<file path="config.mk">
export PLATFORM = sky130hd
export DESIGN_NAME = tpq_ram
export DESIGN_NICKNAME = d
export VERILOG_FILES = /design/src/rtl/tpq_ram.sv
export SDC_FILE = /design/constraint.sdc
export NUM_CORES = 1
export LEC_CHECK = 0
export BUFFER_PORTS_ARGS = -buffer_cell sky130_fd_sc_hd__buf_4
export CORE_MARGIN = 2
export CORE_UTILIZATION = 55
export CTS_CLUSTER_SIZE = 20
export DETAILED_ROUTE_END_ITERATION = 8
export GPL_TIMING_DRIVEN = 1
export MAX_ROUTING_LAYER = met4
export PLACE_DENSITY = 0.77
export SYNTH_ARGS = -nofsm -noshare
export SYNTH_HDL_FRONTEND = slang
export SYNTH_SLANG_ARGS = --single-unit
</file>
<file path="constraint.sdc">
create_clock -name clk -period 5.3 [get_ports clk]
set_clock_uncertainty 0.2 [all_clocks]
set_input_delay 0.53 -clock clk [delete_from_list [all_inputs] [get_ports clk]]
set_output_delay 0.53 -clock clk [all_outputs]
set_load 0.02 [all_outputs]
</file>
<file path="src/rtl/tpq_ram.sv">
// Generic single-write, single-read synchronous RAM with registered read data.
module tpq_ram #(
  parameter int Width = 8,
  parameter int Depth = 64
) (
  input  logic                     clk,
  input  logic                     we,
  input  logic [$clog2(Depth)-1:0] waddr,
  input  logic [Width-1:0]         wdata,
  input  logic                     re,
  input  logic [$clog2(Depth)-1:0] raddr,
  output logic [Width-1:0]         rdata
);

  logic [Width-1:0] mem [Depth];

  always_ff @(posedge clk) begin
    if (we) begin
      mem[waddr] <= wdata;
    end
    if (re) begin
      rdata <= mem[raddr];
    end
  end

endmodule

</file>
==> metrics.md, run 1 <==
| Metric | Value |
|---|---|
| Status | completed |
| DRT Pass-1 Iters | 5 |
| Netlist cell types | 39 |
| Final setup fails | 0 |
| Port Buffer Count | 30 |
| Min Tclk post-route | 2950 ps |
| CTS tree | built |
| Die area | 0.0384 mm² |
| Min-delay worst type | primary input to flop |
| Largest net degree at the start of global routing | 65 |
| Post-Syn Nets | 963 |
| Drt first-iter violations | 1116 |
| DRC | 0 |
| Total GRT Usage | 23.6% |
| Die height | 196 µm |
| Maxcap violations | 0 |
| Post-layout nets | 1004 |
| Critical Setup Path Class | primary input to flop |
| Worst slew pin tran | 1040 ps |
| Top cell type's share of synthesized area | 77.1% |
| Sequential element share of the synthesized area | 77.1% |
| H-tree level count | 2 |
| Initial antenna violation count | 0 |
| Ranking of synthesized cells by area | edfxtp_1 (77%), mux4_2 (14%), nor2_1 (1.5%) |
| Final hold violation count | 0 |
| Worst VDD drop | 226 µV |
| Root buffer cell | clkbuf_16 |
| Clk sinks | 520 |
| Reg clk slew, reported paths | 60 ps |
| P_leak | 6.96 nW |
| Worst slew margin | 28.8% |
| RD Place Congestion | 0.813 |
| Remaining Overflow, GRT | 0 |
| Hold_ws | 122 ps |
| Flops & latches, synth | 520 |
| Horiz. Die Dim | 196 µm |
| PwrDens | 379 mW/mm² |
| Cells after synthesis | 940 |
| EDFF count, synth | 520 |
| Num rows | 70 |
| Avg WL per Cell | 28.7 µm |
| Syn avg cell area | 21.5 µm² |
| Most frequent cells in the layout | edfxtp_1 (520), mux4_2 (126), nor2_1 (83), clkbuf_16 (53), buf_4 (38) |
| Worst skew pair latency | 560 ps |
| Setup TNS | 0 ps |
| Post-DP HPWL | 24600 µm |
| Commonest non-fill, non-tap cell in the layout | edfxtp_1 |
| Area Overhead vs Synth | 10.9% |
| Number of setup buffers added after CTS | 0 |
| Fin util | 61.6% |
| Final worst-path cycle share | 55.6% |
| Final Max Tran Viols | 0 |
| Vias per inst | 6.51 |
| Ports | 31 |
| Initial core utilization | 55.6% |
| Yosys warns | 0 |
| Crit path launch type | primary input |
| Cts hold-fix bufs | 0 |
| Dominant cell type by area after synthesis | edfxtp_1 |
| Ant. Diodes | 0 |
| Resized cells post-CTS | 0 |
| Max Fclk | 339 MHz |
| CORE AREA | 0.0364 mm² |
| Data arrival, critical path | 3050 ps |
| DRT Wirelength | 42800 µm |
| Clk buf depth | 3 |
| Antenna Nets Post-Route | 0 |
| Layout cells sized above 1 | 24.2% |
| Crit Path Max Fanout | 56 |
| Num CTS Buffers | 50 |
| Post-synth top flop | edfxtp_1 |
| Crit. End Element | flop |
| First-pass GRT wire length | 64100 µm |
| Async SR Flop Fraction | 0% |
| RSZ-0062 raised after global routing | no |
| Detailed-route via count | 9707 |
| Critical Path RT | 5400 ps |
| Vias in the first global route | 9873 |
| Overall Power | 8.51 mW |
| Area after DPL | 0.0208 mm² |
| Mapped Area | 0.0202 mm² |
| Fin area | 0.0225 mm² |
==> metrics by stage <==
step	std cells	setup slack (ps)
floorplan	940	2760
global placement	1397	1800
detailed placement	1397	1730
CTS	1491	2300
global route	1491	2180
finish	1491	2350
==> final cells by class <==
class	instances	area (µm²)
multi-input combinational	369	4320
timing repair buffer	40	319
clock inverter	27	244
tap	468	586
sequential	520	15600
clock buffer	67	1380
fill	2382	14000
==> where the power goes <==
part	switching, mW	internal [mW]	total (mW)
clock network	1.46	2.06	3.52
logic	0.257	0.155	0.412
registers	0.0110	4.56	4.57
==> worst max-delay path, stage by stage <==
cell	delay, ps
clkbuf_8	520
buf_12	390
mux4_2	550
mux2_2	280
o221a_2	280
nor3_1	280
o32ai_1	130
==> kinds of logic after synthesis <==
group | Yosys count | share of synthesized area [%]
flip-flops | 520 | 77.1
AO/OA/AOI/OAI | 54 | 2.06
buffers and inverters | 51 | 1.56
multiplexers | 162 | 15.9
AND/OR/NAND/NOR | 153 | 3.37
==> final timing paths <==
kind / endpoint / cells past startpoint / slack, ps / from
worst max-delay path: rdata[4] / 7 / 2350 / raddr[0]
worst min-delay path: rdata[0] / 1 / 120 / re
worst max register to register: rdata[5] / 4 / 2760 / mem[2][5]
worst min register to register: rdata[2] / 4 / 730 / mem[35][2]
==> synth_stat cells, types with 3 or more instances <==
master	number
edfxtp_1	520
mux4_2	126
nor2_1	83
mux2i_1	23
nand2_1	19
clkbuf_1	17
nor2b_1	14
buf_4	13
mux2_2	13
nand3_1	13
buf_2	11
o221ai_1	8
o22ai_1	8
nand2b_1	7
nor3_1	7
a221oi_1	6
a211oi_1	4
buf_1	4
buf_6	4
a21oi_1	3
a22oi_1	3
nand3b_1	3
o2111ai_1	3
o2bb2ai_1	3
==> registers in the layout (all words and copies together) (netlist names) <==
name	flops
mem	512
rdata	8
==> metal layers <==
| layer | GRT usage (%) | vias up | routed length (µm) |
|---|---|---|---|
| li1 | - | 4012 | - |
| met1 | 33.1 | 5098 | 17300 |
| met2 | 35.8 | 494 | 20400 |
| met3 | 4.07 | 103 | 3540 |
| met4 | 8.39 | 0 | 1530 |
| met5 | - | - | 0 |
Power figures use the tool's default switching activity.
==> inputs of run 2 (changes only) <==
--- a/config.mk
+++ b/config.mk
@@ -5,6 +5,7 @@
 export SDC_FILE = /design/constraint.sdc
 export NUM_CORES = 1
 export LEC_CHECK = 0
+export ABC_AREA = 1
 export BUFFER_PORTS_ARGS = -buffer_cell sky130_fd_sc_hd__buf_4
 export CORE_MARGIN = 2
 export CORE_UTILIZATION = 55
==> constraint.sdc (replaced) <==
create_clock -name clk -period 2.8 [get_ports clk]
set_clock_uncertainty 0.2 [all_clocks]
set_input_delay 0.28 -clock clk [delete_from_list [all_inputs] [get_ports clk]]
set_output_delay 0.28 -clock clk [all_outputs]
set_load 0.02 [all_outputs]
==> run 2 against run 1 <==
Compared with the run above: first-iteration DRC count rose by 61%; synthesized area rose by 5.8%; sequential share of layout area fell by 4.3 points; count of clock-buffer cells in the layout rose by 4; setup slack got worse by 1300 ps; largest cell class unchanged; via count rose by 49%.
==> metrics.md, run 2 <==
| Metric | Value |
|---|---|
| Num rows | 72 |
| Most frequent cells in the layout | nand2_1 (648), edfxtp_1 (520), nand3_1 (439), buf_4 (108), nor2_1 (56) |
| Final worst setup slack | 1030 ps |
| Ports | 31 |
| Maxcap violations | 0 |
| Max Fclk | 565 MHz |
| P_leak | 8.71 nW |
| Area after DPL | 0.0223 mm² |
| Horiz. Die Dim | 201 µm |
| Xor and xnor area share after synthesis | 0% |
| Post-DP HPWL | 29600 µm |
| Top cell type's share of synthesized area | 72.9% |
| Cells after DPL | 2329 |
| Worst VDD drop | 756 µV |
| Final hold violation count | 0 |
| Die area | 0.0405 mm² |
| Layout cells sized above 1 | 10.1% |
| Commonest cells in the netlist | nand2_1 (648), edfxtp_1 (520), nand3_1 (439), nor2_1 (56), buf_2 (37) |
| CORE AREA | 0.0386 mm² |
| EDFF count, synth | 520 |
| RSZ-0062 raised after global routing | no |
| Detailed-route via count | 14500 |
| Port Buffer Count | 30 |
| RD Place Congestion | 0.931 |
| Min-delay worst type | primary input to flop |
| Cells after synthesis | 1805 |
| Avg WL per Cell | 21.4 µm |
| DRT Wirelength | 51900 µm |
| Sequential element share of the synthesized area | 72.9% |
| Largest net degree at the start of global routing | 166 |
| Status | completed |
| Flops & latches, synth | 520 |
| Multiplexer share of the synthesized area | 0% |
| H-tree level count | 2 |
| Num CTS Buffers | 52 |
| Vias in the first global route | 14300 |
| Vias per inst | 5.96 |
| Largest regs | mem x512, rdata x8 |
| DRT Pass-1 Iters | 6 |
| Worst slew margin | 42.6% |
| Reg clk slew, reported paths | 60 ps |
| Crit path launch type | primary input |
| Most frequent cell after synthesis | nand2_1 |
| Netlist cell types | 15 |
| Async SR Flop Fraction | 0% |
| Largest family of logic cells by synthesized area | simple AND/OR/NAND/NOR gates |
| Setup TNS | 0 ps |
| Clk buf depth | 3 |
| Simple-gate share of the synthesized area | 23.1% |
| Fin area | 0.0239 mm² |
| Ranking of synthesized cells by area | edfxtp_1 (73%), nand2_1 (11%), nand3_1 (10%) |
| Max FFs per register | 512 |
| Commonest non-fill, non-tap cell in the layout | nand2_1 |
| Fin util | 62.1% |
| Post-layout nets | 1890 |
| Post-Syn Nets | 1828 |
| Adder-cell share of the synthesized area | 0% |
| Total GRT Usage | 26.6% |
| Antenna Nets Post-Route | 0 |
| Post-synth top flop | edfxtp_1 |
| Syn avg cell area | 11.9 µm² |
| Critical Setup Path Class | primary input to flop |
| Crit. End Element | flop |
| Remaining Overflow, GRT | 0 |
| Synth Area in Compound Gates | 0% |
| PwrDens | 682 mW/mm² |
| Resized cells post-CTS | 0 |
| Overall Power | 16.3 mW |
| Final worst-path cycle share | 63.3% |
| Area Overhead vs Synth | 11.7% |
| Die height | 201 µm |
| First-pass GRT wire length | 80800 µm |
| Dominant cell type by area after synthesis | edfxtp_1 |
| Register name with the most flops | mem |
| Min Tclk post-route | 1770 ps |
| DRC | 0 |
| Crit Path Max Fanout | 44 |
| CTS tree | built |
| Hold_ws | 75.4 ps |
| Dpl ws | 483 ps |
| Yosys warns | 0 |
| Clk sinks | 520 |
| Initial core utilization | 55.6% |
| Mapped Area | 0.0214 mm² |
| Initial antenna violation count | 1 |
| Drt first-iter violations | 1796 |
| Worst skew pair latency | 570 ps |
| Root buffer cell | clkbuf_16 |
| Final setup fails | 0 |
| Final Max Tran Viols | 0 |
| Data arrival, critical path | 2010 ps |
| Final Non-Filler Cells | 2429 |
| Worst slew pin tran | 861 ps |
| Critical Path RT | 3040 ps |
==> run 2: cell count changes in the layout (fill, tap and decap cells not counted), moves of 9 or more <==
cell	before	now
buf_12	1	10
nand2_1	19	648
nor2_1	83	56
mux2_2	13	0
nor2b_1	14	0
mux2i_1	23	0
mux4_2	126	0
buf_4	38	108
nand3_1	13	439
inv_1	0	9
==> run 2: critical path, stage by stage <==
cell and delay (ps):
buf_6 120, inv_6 310, buf_4 400, nand2_1 110, nand3_1 150, nand3_1 100, nand2_1 90, nand2_1 60
nand3_1 180, nand3_1 120, nand2_1 70
==> run 2: path summary, 6_finish.rpt <==
path / start / to / slack, ps / cells after the start
worst max-delay path: raddr[0] / rdata[3] / 1030 / 11
worst min-delay path: waddr[2] / mem[50][0] / 80 / 3
worst max register to register: mem[55][3] / rdata[3] / 1080 / 8
worst min register to register: mem[45][6] / rdata[6] / 650 / 8
==> run 2: area by class of cell <==
class	instances	area, µm²
clock buffer	71	1420
fill	2934	14600
clock inverter	26	210
tap	518	648
antenna	1	2.50
multi-input combinational	1160	4950
inverter	12	52.6
sequential	520	15600
timing repair buffer	121	1040
==> run 2: power breakdown <==
group	total [mW]	switching (mW)	internal, mW
clock	6.64	2.82	3.81
combinational	1.03	0.755	0.272
sequential	8.66	0.0268	8.63
total	16.3	3.60	12.7
==> run 2: kinds of logic (layout without fill, tap and decap cells) <==
logic type / count (synthesis) / in the layout
buffers and inverters: 125 / 230
and+or+nand+nor: 1160 / 1160
DFF: 520 / 520
other: 0 / 1
==> run 2: per-layer routing <==
metal	vias up	track usage [%]	wire [µm]
met5	-	-	0
li1	6479	-	-
met1	6950	36.0	20100
met3	135	4.55	5610
met2	921	41.2	24600
met4	0	9.11	1620
==> run 2: timing repair <==
item,CTS,global route
setup buffers,0,0
endpoints found under the hold margin,14,0
hold buffers,2,0
